### config.mk
export PLATFORM = sky130hd
export DESIGN_NAME = websocket_frame_unmasker
export DESIGN_NICKNAME = d
export VERILOG_FILES = /design/src/sv/wsfu_pkg.sv /design/src/sv/websocket_frame_unmasker.sv
export SDC_FILE = /design/constraint.sdc
export NUM_CORES = 1
export LEC_CHECK = 0
export BUFFER_PORTS_ARGS = -buffer_cell sky130_fd_sc_hd__buf_2
export CORE_MARGIN = 2
export CORE_UTILIZATION = 35
export DETAILED_ROUTE_END_ITERATION = 16
export PLACE_DENSITY = 0.59
export RECOVER_POWER = 100
export SKIP_CTS_REPAIR_TIMING = 1
export SYNTH_ARGS = -nofsm -noshare
export SYNTH_HDL_FRONTEND = slang
export SYNTH_SLANG_ARGS = --single-unit
### constraint.sdc
create_clock -name clk -period 4.4 [get_ports clk]
set_input_delay 0.22 -clock clk [delete_from_list [all_inputs] [get_ports clk]]
set_output_delay 0.22 -clock clk [all_outputs]
set_load 0.02 [all_outputs]
### src/sv/wsfu_pkg.sv
`default_nettype none

package wsfu_pkg;

    typedef enum logic [2:0] {
        PH_HDR0 = 3'd0,
        PH_HDR1 = 3'd1,
        PH_EXT  = 3'd2,
        PH_MASK = 3'd3,
        PH_DATA = 3'd4
    } phase_t;

    localparam int BYTE_W   = 8;
    localparam int OPCODE_W = 4;
    localparam int LEN_W    = 64;
    localparam int KEY_W    = 32;
    localparam int CNT_W    = 3;
    localparam int IDX_W    = 2;

    localparam logic [6:0]       LEN7_EXT16 = 7'd126;
    localparam logic [6:0]       LEN7_EXT64 = 7'd127;
    localparam logic [CNT_W-1:0] EXT16_BYTES = 3'd2;
    localparam logic [CNT_W-1:0] EXT64_BYTES = 3'd0;
    localparam logic [CNT_W-1:0] KEY_LAST    = 3'd3;

endpackage

`default_nettype wire

### src/sv/websocket_frame_unmasker.sv
`default_nettype none

// Each input byte is captured in the input register; a payload byte then passes to the
// output register, where payload_byte is held valid for the output transfer.
// Throughput: one byte per cycle; the input register feeds the header/unmask logic
// and the output register, and a stalled output holds the input register only while
// it carries a payload byte. Header, length and key bytes produce no output transfer.
// Reset: rst_n asynchronous, active low; returns to waiting for the first header byte.
module websocket_frame_unmasker (
    input  wire logic       clk,
    input  wire logic       rst_n,
    input  wire logic       in_valid,
    output logic            in_stall,
    input  wire logic [7:0] byte_in,
    output logic            out_valid,
    input  wire logic       out_stall,
    output logic [7:0]      payload_byte,
    output logic [3:0]      frame_opcode,
    output logic            last_byte
);
    import wsfu_pkg::*;

    phase_t              phase_reg, phase_next;
    logic [OPCODE_W-1:0] opcode_reg, opcode_next;
    logic [CNT_W-1:0]    count_reg, count_next;
    logic [LEN_W-1:0]    length_reg, length_next;
    logic [KEY_W-1:0]    key_reg, key_next;
    logic [IDX_W-1:0]    idx_reg, idx_next;

    logic                s0_valid_reg;
    logic [BYTE_W-1:0]   s0_byte_reg;

    logic                out_valid_reg;
    logic [BYTE_W-1:0]   out_byte_reg;
    logic [OPCODE_W-1:0] out_opcode_reg;
    logic                out_last_reg;

    logic                produce;
    logic                out_free;
    logic                advance;
    logic [6:0]          len7;
    logic [CNT_W-1:0]    count_dec;
    logic [BYTE_W-1:0]   key_byte;
    logic                is_last;

    assign produce  = s0_valid_reg && (phase_reg == PH_DATA);
    assign out_free = !out_valid_reg || !out_stall;
    assign advance  = s0_valid_reg && (!produce || out_free);
    assign in_stall = s0_valid_reg && !advance;

    assign len7      = s0_byte_reg[6:0];
    assign count_dec = count_reg - 3'd1;
    assign is_last   = (length_reg == {{(LEN_W-1){1'b0}}, 1'b1});

    always_comb
    begin
        unique case (idx_reg)
            2'd0:    key_byte = key_reg[31:24];
            2'd1:    key_byte = key_reg[23:16];
            2'd2:    key_byte = key_reg[15:8];
            default: key_byte = key_reg[7:0];
        endcase
    end

    // next state
    always_comb
    begin
        phase_next = phase_reg;
        if (advance)
        begin
            unique case (phase_reg)
                PH_HDR1:
                begin
                    if (len7 == LEN7_EXT16 || len7 == LEN7_EXT64)
                        phase_next = PH_EXT;
                    else
                        phase_next = PH_MASK;
                end
                PH_EXT:
                begin
                    if (count_dec == '0)
                        phase_next = PH_MASK;
                end
                PH_MASK:
                begin
                    if (count_reg == KEY_LAST)
                        phase_next = (length_reg == '0) ? PH_HDR0 : PH_DATA;
                end
                PH_DATA:
                begin
                    if (is_last)
                        phase_next = PH_HDR0;
                end
                default: phase_next = PH_HDR1;
            endcase
        end
    end

    // datapath
    always_comb
    begin
        opcode_next = opcode_reg;
        count_next  = count_reg;
        length_next = length_reg;
        key_next    = key_reg;
        idx_next    = idx_reg;
        if (advance)
        begin
            unique case (phase_reg)
                PH_HDR1:
                begin
                    if (len7 == LEN7_EXT16)
                    begin
                        length_next = '0;
                        count_next  = EXT16_BYTES;
                    end
                    else if (len7 == LEN7_EXT64)
                    begin
                        length_next = '0;
                        count_next  = EXT64_BYTES;
                    end
                    else
                    begin
                        length_next = {{(LEN_W-7){1'b0}}, len7};
                        count_next  = '0;
                        key_next    = '0;
                    end
                end
                PH_EXT:
                begin
                    length_next = {length_reg[LEN_W-BYTE_W-1:0], s0_byte_reg};
                    count_next  = count_dec;
                    if (count_dec == '0)
                        key_next = '0;
                end
                PH_MASK:
                begin
                    key_next = {key_reg[KEY_W-BYTE_W-1:0], s0_byte_reg};
                    if (count_reg == KEY_LAST)
                    begin
                        count_next = '0;
                        idx_next   = '0;
                    end
                    else
                        count_next = count_reg + 3'd1;
                end
                PH_DATA:
                begin
                    length_next = length_reg - {{(LEN_W-1){1'b0}}, 1'b1};
                    idx_next    = idx_reg + 2'd1;
                end
                default: opcode_next = s0_byte_reg[OPCODE_W-1:0];
            endcase
        end
    end

    always_ff @(posedge clk or negedge rst_n)
    begin
        if (!rst_n)
        begin
            phase_reg  <= PH_HDR0;
            opcode_reg <= '0;
            count_reg  <= '0;
            length_reg <= '0;
            key_reg    <= '0;
            idx_reg    <= '0;
        end
        else
        begin
            phase_reg  <= phase_next;
            opcode_reg <= opcode_next;
            count_reg  <= count_next;
            length_reg <= length_next;
            key_reg    <= key_next;
            idx_reg    <= idx_next;
        end
    end

    // input register
    always_ff @(posedge clk or negedge rst_n)
    begin
        if (!rst_n)
            s0_valid_reg <= 1'b0;
        else if (!in_stall)
            s0_valid_reg <= in_valid;
    end

    always_ff @(posedge clk)
    begin
        if (in_valid && !in_stall)
            s0_byte_reg <= byte_in;
    end

    // output register
    always_ff @(posedge clk or negedge rst_n)
    begin
        if (!rst_n)
            out_valid_reg <= 1'b0;
        else if (advance && produce)
            out_valid_reg <= 1'b1;
        else if (out_free)
            out_valid_reg <= 1'b0;
    end

    always_ff @(posedge clk)
    begin
        if (advance && produce)
        begin
            out_byte_reg   <= s0_byte_reg ^ key_byte;
            out_opcode_reg <= opcode_reg;
            out_last_reg   <= is_last;
        end
    end

    assign out_valid    = out_valid_reg;
    assign payload_byte = out_byte_reg;
    assign frame_opcode = out_opcode_reg;
    assign last_byte    = out_last_reg;

`ifndef SYNTHESIS
    a_last_ends_frame: assert property (@(posedge clk) disable iff (!rst_n)
        (advance && produce && is_last) |=> (phase_reg == PH_HDR0))
        else $error("last payload byte did not end the frame");

    a_hdr0_to_hdr1: assert property (@(posedge clk) disable iff (!rst_n)
        (advance && phase_reg == PH_HDR0) |=> (phase_reg == PH_HDR1))
        else $error("first header byte did not advance to length byte");

    a_stall_needs_item: assert property (@(posedge clk) disable iff (!rst_n)
        in_stall |-> (s0_valid_reg && out_valid_reg && produce))
        else $error("input stalled without a blocked payload byte");

    a_mask_count: assert property (@(posedge clk) disable iff (!rst_n)
        (phase_reg == PH_MASK) |-> (count_reg <= KEY_LAST))
        else $error("mask key count out of range");

    a_data_nonzero: assert property (@(posedge clk) disable iff (!rst_n)
        (phase_reg == PH_DATA) |-> (length_reg != '0))
        else $error("payload phase with zero bytes remaining");
`endif

endmodule

`default_nettype wire
==> results.md, run 1 <==
- Status: finished, violations left
- Failing checks: max-capacitance violations, max-slew violations
- Slew Limit Fails: 113
- Io pins: 27
- Sequential power share: 42.2%
- Post-synth EDFFs: 21
- Number of flip-flops in the largest register: 64
- Vias: 6464
- DR WL/cell: 18.21 µm
- Slew at the pin closest to its max-slew limit: 1.731 ns
- Sequential-to-total area share from yosys stat: 46.89%
- VDD IR max: 243.0 µV
- Hold slack: 0.4465 ns
- Fin crit share: 80.45%
- Residual DRC: 0
- Synth Net Count: 835
- Tmin final: 3.540 ns
- Starting density of the core: 35.66%
- H-tree levels: 4
- Worst hold path type: reg -> reg
- Element type at the critical path end: register
- Final setup vio count: 0
- Slew margin rel.: -15.71%
- FILL cells: 2006
- Area growth from synthesis to layout: 13.75%
- Total Routing Usage GR: 19.19%
- Setup TNS: 0 ns
- Cell count after synthesis: 814
- Logic pwr share: 19.0%
- Layout cells sized above 1: 9.242%
- Maximum clock frequency: 0.2825 GHz
- Clock-pin slew on the worst setup and hold paths: 0.06 ns
- Switching Fraction: 34.67%
- Clk sinks: 131
- Placed Cells: 1071
- Die area: 21780 µm²
- CTS tree: built
- Final WL: 20.29 mm
- Asr flop ratio synth: 83.97%
- Post-synthesis cell area: 7216 µm²
- Synth Register Bits: 131
- Final net count: 852
- Placer Congestion: 0.8709
- Worst path arrival time: 3.89 ns
- CP required: 4.75 ns
- Core Area: 20230 µm²
- Synth cell types: 69
- Largest net degree at the start of global routing: 76
- Startpoint Class: register
- Post-synth top flop: dfrtp_1
- Flop-to-flop setup slack: 0.86 ns
- Setup Crit Path Kind: reg -> reg
- DR iter-0 viols: 619
- Router iterations before antenna repair: 6
- Worst hold stages: 0
- Unrepaired setup endpoints after global routing: no
- Maxcap violations: 2
- Synthesized area per cell: 8.864 µm²
- Ant diodes: 0
- Root buf cell: clkbuf_16
- CTS max path bufs: 2
- Yosys warnings: 0
- LEAKAGE: 3.048 nW
- Number of antenna violations at the first check in global routing: 0
- Int Pwr: 2.294 mW
- Power per Cell Area: 427.9 nW/µm²
- Cell row count: 52
- Vias in the first global route: 6015
- Final cell count without fillers: 1114
- Total CTS buffers: 17
- Die W: 147.6 µm
- Worst-Skew Late Latency: 0.44 ns
- Sw Pwr: 1.218 mW
- Clock power share: 38.8%
- PortBufs: 26
- Worst clock skew: 0.01619 ns
- Final hold violation count: 0
- Worst-path fanout max: 16
- Post-route ant nets: 0
- R2R depth: 9
- Die Y: 147.6 µm
- Hpwl dp: 13.19 mm
- GRT Residual Overflow: 0
- Via-to-Cell Ratio: 5.803
- First-pass GRT wire length: 33.02 mm
-- layout by cell type (no fill, tap or decap), drive strengths merged, types with 10 or more instances in the layout --
cell / instances
a21oi: 49
a22oi: 26
a31oi: 10
buf: 19
clkbuf: 37
dfrtp: 110
dlygate4sd3: 11
edfxtp: 21
inv: 27
nand2: 131
nand3: 21
nor2: 53
nor3: 31
nor4: 19
o211ai: 10
o21ai: 127
-- cells by family (layout without fill, tap and decap cells) --
family                     Yosys count  after routing  share of synthesized area [%]
AOI/OAI and AO/OA                  281            281                          24.14
xor gates and xnor gates            11             11                          1.335
adders and majority gates            9              9                          1.561
buffers and inverters               68             98                          3.676
DFF                                131            131                          46.89
muxes                                4              4                         0.6242
and+or+nand+nor                    310            310                          21.78
-- power groups by stage --
stage                     sequential [mW]  clock [mW]  combinational [mW]
after global placement               1.50           0               0.660
after detailed placement             1.50           0               0.667
after floorplan                      1.48           0               0.450
after CTS                            1.48        1.39               0.669
final                                1.48        1.36               0.666
after global routing                 1.50        1.44               0.747
-- critical path, cell delays in order (launching register included) --
cell,delay (ns)
dfrtp_1,0.44
inv_1,0.12
ha_1,0.20
nor3b_1,0.19
clkbuf_1,0.66
nand2_1,0.37
nor4_1,0.81
nand3_1,0.23
o31ai_1,0.29
o2bb2ai_1,0.16
-- worst paths after layout --
check / startpoint / endpoint
max: length_reg[0] / length_reg[62]
min reg2reg: opcode_reg[2] / frame_opcode[2]
min in group asynchronous: rst_n / key_reg[15]
min: opcode_reg[2] / frame_opcode[2]
max reg2reg: length_reg[0] / length_reg[62]
max in group asynchronous: rst_n / length_reg[51]
-- layer usage --
metal / vias to the layer above / track usage, % / share of wire, %
li1: 3042 / - / -
met3: 25 / 3.519 / 5.9
met2: 235 / 28.93 / 46
met5: - / 0 / 0
met4: 0 / 6.010 / 1.0
met1: 3162 / 28.01 / 47
-- layout make-up --
cell class                      count  area (µm²)  share of cell area (%)
Inverter                           16       60.06                  0.7317
Clock inverter                     15       131.4                   1.601
Sequential cell                   131        3383                   41.22
Tap cell                          270       337.8                   4.116
Multi-Input combinational cell    615        3565                   43.43
Timing Repair Buffer               50       305.3                   3.720
Clock buffer                       17       425.4                   5.183
-- through the flow --
step	area [µm²]	power [mW]	util (%)	worst slack, ns
after floorplan	7216	1.933	-	1.934
after global placement	7611	2.159	37.61	1.478
after detailed placement	7611	2.168	37.61	1.430
after CTS	8168	3.535	40.37	1.408
after global routing	8208	3.687	40.56	0.6570
final	8208	3.512	40.56	0.8604
-- synth_stat cells (3+ instances only) --
cell type,instances,area share (%)
nand2_1,131,6.8
o21ai_0,127,8.8
dfrtp_1,110,38
nor2_1,53,2.8
a21oi_1,49,3.4
clkbuf_1,46,2.4
a22oi_1,26,2.7
nor3_1,26,1.8
edfxtp_1,21,8.7
nand3_1,20,1.4
inv_1,16,0.83
nor4_1,13,1.1
a31oi_1,10,0.87
ha_1,9,1.6
o211ai_1,9,0.94
a222oi_1,8,1.1
a32oi_1,8,0.97
or3_1,8,0.69
xor2_1,8,0.97
and2_1,7,0.61
nor3b_1,7,0.73
nand2b_1,6,0.52
and3_1,5,0.43
nand4_1,5,0.43
nor2b_1,5,0.43
a21o_1,4,0.42
mux2_2,4,0.62
nor3_2,4,0.55
nor4_2,4,0.69
o2bb2ai_1,4,0.49
o311ai_0,4,0.49
a21boi_0,3,0.31
a221o_1,3,0.42
a221oi_1,3,0.36
a41oi_1,3,0.36
buf_1,3,0.16
xnor2_1,3,0.36
Power figures use the tool's default switching activity.
==> inputs of run 2 (changes only) <==
- clock period: 4.4 -> 3.6 ns (I/O delays scaled with it)
==> results.md, run 2 (synthesis results as in run 1) <==
- DR WL/cell: 17.94 µm
- Area growth from synthesis to layout: 14.84%
- Most frequent cells in the layout: nand2_1 (130), o21ai_0 (127), dfrtp_1 (110)
- Post-route ant nets: 0
- Switching Fraction: 33.99%
- Fin crit share: 82.74%
- Sw Pwr: 1.486 mW
- Worst hold path type: in -> reg
- Reg2Reg Capture Point: length_reg[63]
- Final setup vio count: 0
- Final cell count without fillers: 1120
- Worst-path fanout max: 17
- Unrepaired setup endpoints after global routing: no
- Status: finished, violations left
- End of the critical path: in_stall
- Startpoint Class: register
- Flop-to-flop setup slack: 0.66 ns
- Placer Congestion: 0.8647
- Starting density of the core: 35.66%
- CTS max path bufs: 2
- Io pins: 27
- Final net count: 858
- Die W: 147.6 µm
- Hold slack: -0.03252 ns
- Element type at the critical path end: primary output
- Die Y: 147.6 µm
- VDD IR max: 308.6 µV
- CP required: 3.42 ns
- Hpwl dp: 13.32 mm
- Slew margin rel.: -8.794%
- Clock-pin slew on the worst setup and hold paths: 0.06 ns
- Worst path arrival time: 2.80 ns
- Total CTS buffers: 17
- Placed Cells: 1078
- Slew Limit Fails: 63
- Worst-Skew Late Latency: 0.43 ns
- H-tree levels: 4
- CTS tree: built
- DR iter-0 viols: 690
- Setup Crit Path Kind: reg -> out
- Tmin final: 2.979 ns
- Die area: 21780 µm²
- Worst r2r src: phase_reg[0]
- Slew at the pin closest to its max-slew limit: 1.632 ns
- First-pass GRT wire length: 32.67 mm
- Int Pwr: 2.886 mW
- GRT Residual Overflow: 0
- Maxcap violations: 1
- Largest net degree at the start of global routing: 69
- Residual DRC: 0
- Total Routing Usage GR: 18.74%
- Layout cells sized above 1: 10.47%
- Setup TNS: 0 ns
- PortBufs: 26
- R2R depth: 7
- Number of antenna violations at the first check in global routing: 0
- Failing checks: negative hold slack, max-capacitance violations, max-slew violations
- Root buf cell: clkbuf_16
- Ant diodes: 0
- Worst clock skew: 0.01462 ns
- Logic pwr share: 18.7%
- Via-to-Cell Ratio: 5.663
- Crit path from: phase_reg[0]
- Core Area: 20230 µm²
- Router iterations before antenna repair: 6
- Final WL: 20.09 mm
- Clk sinks: 131
- Power per Cell Area: 527.6 nW/µm²
- Most common cell after layout, fill and taps aside: nand2_1
- Hold path start: out_stall
- Maximum clock frequency: 0.3357 GHz
- Number of flip-flops in the largest register: 64
- Vias in the first global route: 5958
- Final hold violation count: 1
- Clock power share: 39.7%
- Sequential power share: 41.6%
- LEAKAGE: 3.102 nW
- Vias: 6343
- Cell row count: 52
==> run 2: cell count changes in the layout (fill, tap and decap cells not counted), moves of 2 or more <==
cell	change
clkbuf_1	-2
buf_4	+6
clkbuf_2	+3
inv_6	+2
inv_8	-2
==> run 2: worst min path at each step <==
| stage | end | slack [ns] | depth (start not counted) |
|---|---|---|---|
| after floorplan | count_reg[0] | -0.12 | 0 |
| after global placement | key_reg[3] | 0.33 | 1 |
| after global routing | out_valid | 0.004 | 3 |
| final | out_valid | -0.03 | 3 |
| after detailed placement | key_reg[3] | 0.34 | 1 |
| after CTS | key_reg[3] | -0.12 | 1 |
==> run 2: cell type report <==
| cell class | count | area [µm²] |
|---|---|---|
| multi-input combinational | 615 | 3573 |
| sequential | 131 | 3383 |
| clock buffer | 17 | 425.4 |
| fill | 1996 | 11950 |
| inverter | 16 | 60.06 |
| timing repair buffer | 56 | 347.8 |
| clock inverter | 15 | 158.9 |
| tap | 270 | 337.8 |
==> run 2: power groups by stage <==
stage	Combinational, mW	Sequential, mW	Clock, mW
global route	0.914	1.84	1.84
floorplan	0.550	1.81	0
finish	0.818	1.82	1.73
global placement	0.821	1.84	0
detailed placement	0.826	1.84	0
CTS	0.827	1.81	1.77
==> run 2: metal layers <==
| layer | vias to the layer above | global-route usage (%) | part of all wire, % |
|---|---|---|---|
| li1 | 3063 | - | - |
| met1 | 3021 | 27.34 | 48 |
| met2 | 236 | 28.28 | 45 |
| met3 | 23 | 3.673 | 5.6 |
| met4 | 0 | 5.481 | 1.3 |
| met5 | - | 0 | 0 |
==> run 2: metrics by stage <==
step	utilization [%]	power, mW	area (µm²)	setup slack, ns	hold WS (ns)
6_report	40.95	4.372	8287	0.6213	-0.03252
5_1_grt	40.95	4.587	8287	0.3697	0.003986
4_1_cts	40.82	4.407	8260	0.8403	-0.1176
3_5_place_dp	37.94	2.667	7676	0.8836	0.3431
3_3_place_gp	37.94	2.662	7676	0.9170	0.3347
2_1_floorplan	-	2.362	7216	1.134	-0.1156
==> run 2: critical path, stage by stage (launching register included) <==
cell      delay (ns)
dfrtp_1         0.57
nor2_1          0.30
and2_0          0.61
buf_4           0.37
nand3_1         0.15
inv_1           0.12
clkbuf_1        0.23
